===== config.mk =====
export PLATFORM = sky130hd
export DESIGN_NAME = oaid_cell
export DESIGN_NICKNAME = d
export VERILOG_FILES = /design/src/rtl/oaid_pkg.sv /design/src/rtl/oaid_cell.sv
export SDC_FILE = /design/constraint.sdc
export NUM_CORES = 1
export LEC_CHECK = 0
export BUFFER_PORTS_ARGS = -buffer_cell sky130_fd_sc_hd__buf_2
export CAP_MARGIN = 20
export CORE_ASPECT_RATIO = 1.2
export CORE_MARGIN = 2
export CORE_UTILIZATION = 42
export CTS_CLUSTER_SIZE = 8
export DETAILED_ROUTE_END_ITERATION = 10
export PLACE_DENSITY = 0.95
export SLEW_MARGIN = 30
export SYNTH_ARGS = -nofsm -noshare
export SYNTH_HDL_FRONTEND = slang
export SYNTH_SLANG_ARGS = --single-unit

===== constraint.sdc =====
create_clock -name clk_i -period 14.4 [get_ports clk_i]
set_input_delay 4.32 -clock clk_i [delete_from_list [all_inputs] [get_ports clk_i]]
set_output_delay 4.32 -clock clk_i [all_outputs]
set_load 0.02 [all_outputs]

===== src/rtl/oaid_pkg.sv =====
// Package for the ordered array insert/delete block.
// Holds the transfer payload types, command and status codes, and the cell control struct.
// Depends on nothing; every other file of the block imports it.
`default_nettype none

package oaid_pkg;

  localparam int unsigned POS_BITS = 8;
  localparam int unsigned ELEM_BITS = 32;

  typedef enum logic [1:0] {
    CMD_INSERT = 2'd0,
    CMD_DELETE = 2'd1,
    CMD_READ   = 2'd2
  } cmd_e;

  typedef enum logic [1:0] {
    ST_OK    = 2'd0,
    ST_RANGE = 2'd1,
    ST_FULL  = 2'd2
  } status_e;

  typedef struct packed {
    logic [1:0]                  cmd;
    logic [POS_BITS-1:0]         position;
    logic signed [ELEM_BITS-1:0] new_value;
  } in_item_t;

  typedef struct packed {
    logic [1:0]                  result_status;
    logic signed [ELEM_BITS-1:0] element_out;
    logic [POS_BITS-1:0]         count_out;
  } out_item_t;

  // Broadcast to every cell for one cycle when an operation is committed.
  typedef struct packed {
    logic ins;
    logic del;
    logic rd;
  } cell_ctl_t;

endpackage

`default_nettype wire


===== src/rtl/oaid_cell.sv =====
// One storage cell of the list chain: holds a single word and moves it to or from a neighbor.
// Depends on oaid_pkg for the cell control struct.
`default_nettype none

module oaid_cell
  import oaid_pkg::*;
#(
  parameter int unsigned WORD_BITS = 32,
  parameter int unsigned XW        = 9,
  parameter int unsigned INDEX     = 0
) (
  input  wire logic                 clk_i,
  input  wire cell_ctl_t            ctl_i,
  input  wire logic [XW-1:0]        idx_i,
  input  wire logic [WORD_BITS-1:0] value_i,
  input  wire logic [WORD_BITS-1:0] left_i,
  input  wire logic [WORD_BITS-1:0] right_i,
  output logic      [WORD_BITS-1:0] word_o,
  output logic      [WORD_BITS-1:0] tap_o
);

  localparam logic [XW-1:0] MyIdx = XW'(INDEX);

  logic [WORD_BITS-1:0] word_q;
  logic [WORD_BITS-1:0] word_d;
  logic                 at_idx;
  logic                 above_idx;

  assign at_idx    = (MyIdx == idx_i);
  assign above_idx = (MyIdx > idx_i);

  // Insert opens a hole at the target and pushes everything above it one cell up;
  // delete pulls everything from the target upward one cell down.
  always_comb begin
    word_d = word_q;
    if (ctl_i.ins) begin
      if (at_idx) begin
        word_d = value_i;
      end else if (above_idx) begin
        word_d = left_i;
      end
    end else if (ctl_i.del) begin
      if (at_idx || above_idx) begin
        word_d = right_i;
      end
    end
  end

  always_ff @(posedge clk_i) begin
    word_q <= word_d;
  end

  assign word_o = word_q;
  assign tap_o  = ((ctl_i.del || ctl_i.rd) && at_idx) ? word_q : '0;

endmodule

`default_nettype wire


==> results of run 1 <==
## stage by stage
| step | instance area (µm²) | setup WS [ns] | instances |
|---|---|---|---|
| after floorplan | 2110 | 4.35 | 233 |
| after global placement | 2990 | 3.61 | 440 |
| after detailed placement | 3000 | 3.48 | 440 |
| after CTS | 3070 | 3.48 | 447 |
| after global routing | 3080 | 3.64 | 448 |
| final | 3080 | 3.76 | 448 |
## layer usage
metal,vias to the layer above,routed length [µm],track usage [%]
met4,0,198,9.41
met2,184,3780,44.5
met3,22,689,4.52
met5,-,0,0
li1,1217,-,-
met1,1192,2620,26.9
## power breakdown
| group | leakage (µW) | internal (µW) | total [µW] | switching (µW) |
|---|---|---|---|---|
| combinational | 0.00103 | 16.7 | 37.0 | 20.2 |
| clock | 0.0000391 | 31.8 | 61.6 | 29.8 |
| sequential | 0.000298 | 103 | 103 | 0.0770 |
| total | 0.00137 | 152 | 202 | 50.1 |
## worst min-delay path by stage
stage,cells after the start,slack (ns),start,end
finish,3,4.40,right_i[14],word_o[14]
detailed placement,3,4.67,right_i[1],word_o[1]
global route,3,4.39,right_i[25],word_o[25]
floorplan,2,4.57,right_i[10],word_o[10]
global placement,3,4.67,right_i[23],word_o[23]
CTS,3,4.39,right_i[1],word_o[1]
## final cells by class
cell class | count | area, µm²
Sequential cell | 32 | 961
Clock buffer | 5 | 68.8
Clock inverter | 2 | 7.51
Tap cell | 60 | 75.1
Multi-Input combinational cell | 170 | 1060
Fill cell | 410 | 1820
Timing Repair Buffer | 179 | 913
## synthesized netlist by cell type, drive strengths merged
cell type  instances  area (µm²)
a31oi             32         200
and2              32         200
buf                5        20.0
clkbuf            26         101
edfxtp            32         961
nand4             32         200
nor2              35         131
nor3               1        5.00
nor4               3        33.8
o31ai             32         240
or2                1        6.26
or3                1        6.26
or4                1        7.51
## cells by family (layout without fill, tap and decap cells)
| family | count (synthesis) | in the layout | synth area share, % |
|---|---|---|---|
| and+or+nand+nor | 106 | 106 | 27.9 |
| DFF | 32 | 32 | 45.5 |
| AOI/OAI and AO/OA | 64 | 64 | 20.8 |
| buffers and inverters | 31 | 186 | 5.74 |
## worst max-delay path: cells and delay by family
kind | cells | cell delay, ns
simple gates | 3 | 1.14
buf+inv | 4 | 0.85
==> results.json, run 1 <==
{
  "drc": 0,
  "fin_crit_sh_pct": 73.9,
  "die_x_um": 68.8,
  "crit_type": "input pin to output port",
  "power_leakage_uw": 0.00137,
  "startpoint_type": "input pin",
  "grt_use_total_pct": 24.2,
  "antenna_found_initial": 0,
  "critPathRequiredTime_ns": 10.08,
  "total_power_uw": 202,
  "vias": 2615,
  "vias_per_cell": 5.84,
  "yosysSeqAreaShare_pct": 45.5,
  "rsz0062_at_grt": "false",
  "postCtsSetupBuffers": 0,
  "numCtsBuffers": 5,
  "final_common_cell": "buf_2",
  "postRouteAntennaNets": 0,
  "clockBufferDepth": 2,
  "outcome": "completed",
  "grt_max_degree": 66,
  "path_cells": "buf_2, or4_1, buf_4, nor4_4, buf_4, and2_1, buf_2",
  "slew_headroom_pct": 49.9,
  "setup-tns-final_ns": 0,
  "wl_mm": 7.29,
  "worstMarginPinSlew_ns": 0.749,
  "grt_pass1_wl_mm": 10.2,
  "worstSetupEndpoint": "tap_o[16]",
  "fp-row-count": 28,
  "finish.utilization_pct": 62.8,
  "first_pass_iters": 4,
  "port_buffers": 172,
  "worstPathMaxFanout": 34,
  "cts_resized": 0,
  "endpoint_kind": "output port",
  "drive_gt1_share_pct": 49.0,
  "pin_count": 173,
  "layout.nets": 497,
  "layout_common_cells": "buf_2, nor2_1",
  "critPathLaunch": "idx_i[6]",
  "pwr_density_cell_nw_per_um2": 65.6,
  "grt_pass1_vias": 2216,
  "synth.avg_cell_area_um2": 9.07,
  "clock-sinks": 32,
  "irDropWorstVdd_uv": 34.5,
  "drtIter0Drc": 226,
  "maxCapViolCount": 0,
  "yosys_register_bits": 32,
  "dieArea_um2": 5620,
  "die_y_um": 81.7,
  "cpPeakStageDelay_ns": 0.52,
  "yosysUniqueCellTypes": 16,
  "htree_levels": 2,
  "cts.clk_slew.worst_paths_ns": 0.06,
  "fmax_mhz": 94.0,
  "fin_crit_ns": 10.64,
  "cts_tree": "yes",
  "final-max-slew-violation-count": 0,
  "syn_inst": 233,
  "timing.hold.ws_ns": 4.40,
  "coreArea_um2": 4900,
  "hp-class": "input pin to register",
  "wl_per_cell_um": 16.3,
  "ys_warn_count": 0,
  "largest_register_ffs": 32,
  "area_growth_pct": 45.8,
  "setup_viol": 0,
  "syn_area_um2": 2110,
  "initial_utilization_pct": 43.1,
  "overflow": 0,
  "hold_viol": 0,
  "antenna_cells": 0,
  "cts_root_buf": "clkbuf_8",
  "cp.arrival_ns": 6.32,
  "gp_congestion": 0.851,
  "slowest_stage": "or4_1",
  "synth_nets": 342,
  "cts_hold_buf": 0
}
(Power assumes the default switching activity.)
==> inputs of run 2 (changes only) <==
Settings changed: CORE_UTILIZATION 42 to 35, PLACE_DENSITY 0.95 to 0.87.
Clock period 14.4 ns to 9.2 ns, I/O delays scaled along.
==> results.json, run 2 (synthesis gave the netlist of run 1 again) <==
{
  "die_x_um": 74.9,
  "vias_per_cell": 5.36,
  "final_cells": 472,
  "first_pass_iters": 5,
  "worstMarginPinSlew_ns": 0.692,
  "worstPathMaxFanout": 34,
  "cts_hold_buf": 0,
  "internal_power_uw": 240,
  "setup-tns-final_ns": 0,
  "place_inst": 464,
  "layout.nets": 498,
  "grt_use_total_pct": 20.7,
  "wl_mm": 7.30,
  "fin_ws_ns": 1.80,
  "fp-row-count": 31,
  "antenna_cells": 0,
  "setup_viol": 0,
  "cts_tree": "yes",
  "total_power_uw": 322,
  "hold_viol": 0,
  "cts_resized": 0,
  "switching_share_pct": 25.4,
  "grt_pass1_vias": 2206,
  "rsz0062_at_grt": "false",
  "postCtsSetupBuffers": 0,
  "wl_per_cell_um": 15.5,
  "initial_utilization_pct": 35.6,
  "cts_root_buf": "clkbuf_8",
  "drc": 0,
  "regArea_um2": 961,
  "pwr_density_cell_nw_per_um2": 103,
  "numCtsBuffers": 5,
  "port_buffers": 172,
  "drtIter0Drc": 155,
  "die_y_um": 89.1,
  "power_leakage_uw": 0.00137,
  "antenna_found_initial": 0,
  "fmax_mhz": 135,
  "gp_congestion": 0.869,
  "vias": 2530,
  "crit_type": "input pin to output port",
  "drive_gt1_share_pct": 49.2,
  "endpoint_kind": "output port",
  "grt_pass1_wl_mm": 10.5,
  "fin_crit_sh_pct": 80.5,
  "critPathRequiredTime_ns": 6.44,
  "clock-sinks": 32,
  "overflow": 0,
  "htree_levels": 2,
  "postRouteAntennaNets": 0,
  "cts.clk_slew.worst_paths_ns": 0.07,
  "multi_input_area_um2": 1050,
  "p_sw_uw": 82.0,
  "dieArea_um2": 6680,
  "pin_count": 173,
  "p_clk_share_pct": 32.0,
  "startpoint_type": "input pin",
  "area_growth_pct": 47.6,
  "cp.arrival_ns": 4.64,
  "largest_register_ffs": 32,
  "hp-class": "input pin to register",
  "clockBufferDepth": 2,
  "power_frac_comb_pct": 17.8,
  "final_common_cell": "buf_2",
  "layout_common_cells": "buf_2, nor2_1",
  "dpl_worst_slack_ns": 1.76,
  "dpl.hpwl_mm": 5.27,
  "slew_headroom_pct": 53.9,
  "outcome": "completed",
  "grt_max_degree": 66,
  "n_fill_cell": 584,
  "maxCapViolCount": 0,
  "irDropWorstVdd_uv": 50.7,
  "p_seq_share_pct": 50.2,
  "final-max-slew-violation-count": 0,
  "coreArea_um2": 5930,
  "fin_crit_ns": 7.40
}
## run 2: cell count changes in the layout (fill, tap and decap cells not counted)
cell / before / now
nor2_4: 1 / 0
buf_4: 7 / 8
clkinvlp_4: 0 / 1
clkinv_1: 2 / 1
clkbuf_1: 0 / 1
nor2_2: 0 / 1
## run 2: stage by stage
stage	hold WS, ns	instance area, µm²	util [%]
finish	2.83	3120	52.6
global route	2.83	3120	52.6
CTS	2.82	3120	52.6
detailed placement	3.11	3040	51.1
global placement	3.11	3030	51.0
floorplan	3.01	2110	-
## run 2: metal layers
layer  wire [µm]  track usage, %
met1        2790            24.2
met2        3830            37.2
met3         530            3.61
met4         142            8.12
met5           0               0
## run 2: worst max-delay path: stages
cell,delay (ns)
buf_2,0.11
or2_2,0.57
nor4_4,0.58
buf_4,0.30
and2_1,0.16
buf_2,0.16
## run 2: area by class of cell
cell class | instances | share of cell area (%)
clock inverters | 2 | 0.361
multi-input cells | 170 | 33.7
clock buffers | 6 | 2.33
repair buffers | 180 | 29.5
flip-flops and latches | 32 | 30.8
well taps | 82 | 3.29
## run 2: power by group through the flow
stage               clock network (µW)  logic, µW  registers, µW
finish                             103       57.3            162
global route                       113       63.3            162
CTS                                107       57.0            162
detailed placement                   0       56.7            165
global placement                     0       55.2            165
floorplan                            0       26.2            165
## run 2: path summary, 6_finish.rpt
path	start	endpoint	cells after the start
max	idx_i[5]	tap_o[11]	6
min	right_i[4]	word_o[4]	3
==> inputs of run 3 (changes only) <==
Settings changed: ABC_AREA set to 1, CORE_UTILIZATION 35 to 37, PLACE_DENSITY 0.87 to 0.89.
Clock period 9.2 ns to 6.19 ns, I/O delays scaled along.
==> results.json, run 3 <==
{
  "outcome": "completed",
  "syn_area_um2": 2330,
  "fmax_mhz": 188,
  "worstPathMaxFanout": 33,
  "grt_max_degree": 35,
  "numCtsBuffers": 5,
  "final-max-slew-violation-count": 0,
  "setup-tns-final_ns": 0,
  "drive_gt1_share_pct": 38.3,
  "synth_nets": 434,
  "final_common_cell": "buf_2",
  "cts.clk_slew.worst_paths_ns": 0.06,
  "first_pass_iters": 5,
  "yosysUniqueCellTypes": 15,
  "drc": 0,
  "fin_crit_ns": 5.31,
  "area_growth_pct": 40.8,
  "synth_top_family_by_area": "simple AND/OR/NAND/NOR gates",
  "die_y_um": 90.9,
  "yosys.area_share.simple_pct": 31.3,
  "dpl_worst_slack_ns": 0.872,
  "largest_register_ffs": 32,
  "hold-path-cell-count": 3,
  "hp-class": "input pin to register",
  "fin_crit_sh_pct": 85.7,
  "synth_top_cell_area_share_pct": 41.2,
  "maxCapViolCount": 0,
  "overflow": 0,
  "startpoint_type": "input pin",
  "critPathLaunch": "idx_i[8]",
  "synth_edf_count": 32,
  "cpPeakStageDelay_ns": 0.46,
  "layout_common_cells": "buf_2, inv_1, nand2_1, nand3_1, nor2_1",
  "pin_count": 173,
  "power_leakage_uw": 0.00186,
  "dpl.hpwl_mm": 5.52,
  "crit_type": "input pin to output port",
  "critPathRequiredTime_ns": 4.33,
  "synth.avg_cell_area_um2": 7.17,
  "fin_ws_ns": 0.882,
  "cts_resized": 0,
  "yosys_register_bits": 32,
  "vias": 2692,
  "gp_congestion": 0.859,
  "pwr_density_cell_nw_per_um2": 142,
  "ys_warn_count": 0,
  "grt_pass1_vias": 2786,
  "slew_headroom_pct": 42.3,
  "cts_root_buf": "clkbuf_8",
  "muxShareOfSynthArea_pct": 0,
  "synthFlopType": "edfxtp_1",
  "ys_top_cells_by_area": "edfxtp_1, nand3_1, inv_1",
  "fp-row-count": 31,
  "cts_tree": "yes",
  "min_to": "word_o[28]",
  "htree_levels": 2,
  "hold_viol": 0,
  "clock-sinks": 32,
  "irDropWorstVdd_uv": 77.8,
  "antenna_found_initial": 0,
  "vias_per_cell": 4.74,
  "clockBufferDepth": 2,
  "synth_common_cells": "inv_1, nand2_1, nand3_1",
  "yosysTopAreaCell": "edfxtp_1",
  "initial_utilization_pct": 38.5,
  "wl_mm": 7.39,
  "dieArea_um2": 6950,
  "synth_compound_area_share_pct": 11.2,
  "port_buffers": 172,
  "die_x_um": 76.4,
  "wl_per_cell_um": 13.0,
  "antenna_cells": 0,
  "hold_path_startpoint": "right_i[28]",
  "grt_pass1_wl_mm": 12.0,
  "slowest_stage": "inv_2",
  "yosysSeqAreaShare_pct": 41.2,
  "synth_fa_ha_area_share_pct": 0,
  "path_cells": "buf_2, nor2_1, nand2_1, inv_2, o211ai_4, nor2_1, buf_2",
  "cp.arrival_ns": 3.45,
  "cp_top_family": "buffers and inverters",
  "syn_inst": 325,
  "cts_hold_buf": 0,
  "setup_viol": 0,
  "coreArea_um2": 6050,
  "grt_use_total_pct": 21.3,
  "finish.utilization_pct": 54.2,
  "worstMarginPinSlew_ns": 0.861,
  "synth.most_common_cell": "inv_1",
  "layout.nets": 595,
  "rsz0062_at_grt": "false",
  "synth_async_sr_flop_share_pct": 0,
  "cp_num_buf_inv": 3,
  "drtIter0Drc": 79,
  "synth-xor-area-share_pct": 0,
  "postCtsSetupBuffers": 0,
  "endpoint_kind": "output port",
  "postRouteAntennaNets": 0
}
==> run 3: stage by stage <==
stage	hold WS (ns)	instance area (µm²)	power, µW	std cells
final	1.86	3280	466	568
after CTS	1.85	3280	469	568
after detailed placement	2.13	3200	328	561
after floorplan	2.04	2330	286	325
after global placement	2.13	3200	326	561
after global routing	1.86	3280	487	568
==> run 3: layer usage <==
| layer | vias to the layer above | global-route usage, % | share of wire (%) |
|---|---|---|---|
| met2 | 120 | 40.3 | 54 |
| met1 | 1211 | 21.8 | 37 |
| li1 | 1338 | - | - |
| met3 | 23 | 3.70 | 6.0 |
| met5 | - | 0 | 0 |
| met4 | 0 | 12.0 | 3.1 |
==> run 3: cell type report <==
cell class                      instances  area (µm²)
Multi-Input combinational cell        203         995
Clock inverter                          2        7.51
Sequential cell                        32         961
Fill cell                             588        2770
Inverter                               68         255
Tap cell                               82         103
Timing Repair Buffer                  176         891
Clock buffer                            5        68.8
==> run 3: kinds of logic (layout without fill, tap and decap cells) <==
group / Yosys count / count (layout)
flip-flops: 32 / 32
buffers and inverters: 90 / 251
AND/OR/NAND/NOR: 170 / 170
AO/OA/AOI/OAI: 33 / 33
==> run 3: worst max-delay path by stage <==
stage                            to  slack [ns]  cells past startpoint
after CTS                  tap_o[3]        0.87                      7
after global routing      tap_o[18]        0.63                      7
final                     tap_o[18]        0.88                      7
after floorplan           word_o[0]        1.17                      4
after global placement    tap_o[28]        0.99                      7
after detailed placement   tap_o[3]        0.87                      7
==> run 3: report_power, final <==
group	switching [µW]	internal, µW
Sequential	0.194	240
Clock	68.4	74.0
Combinational	41.9	41.3
Total	111	356
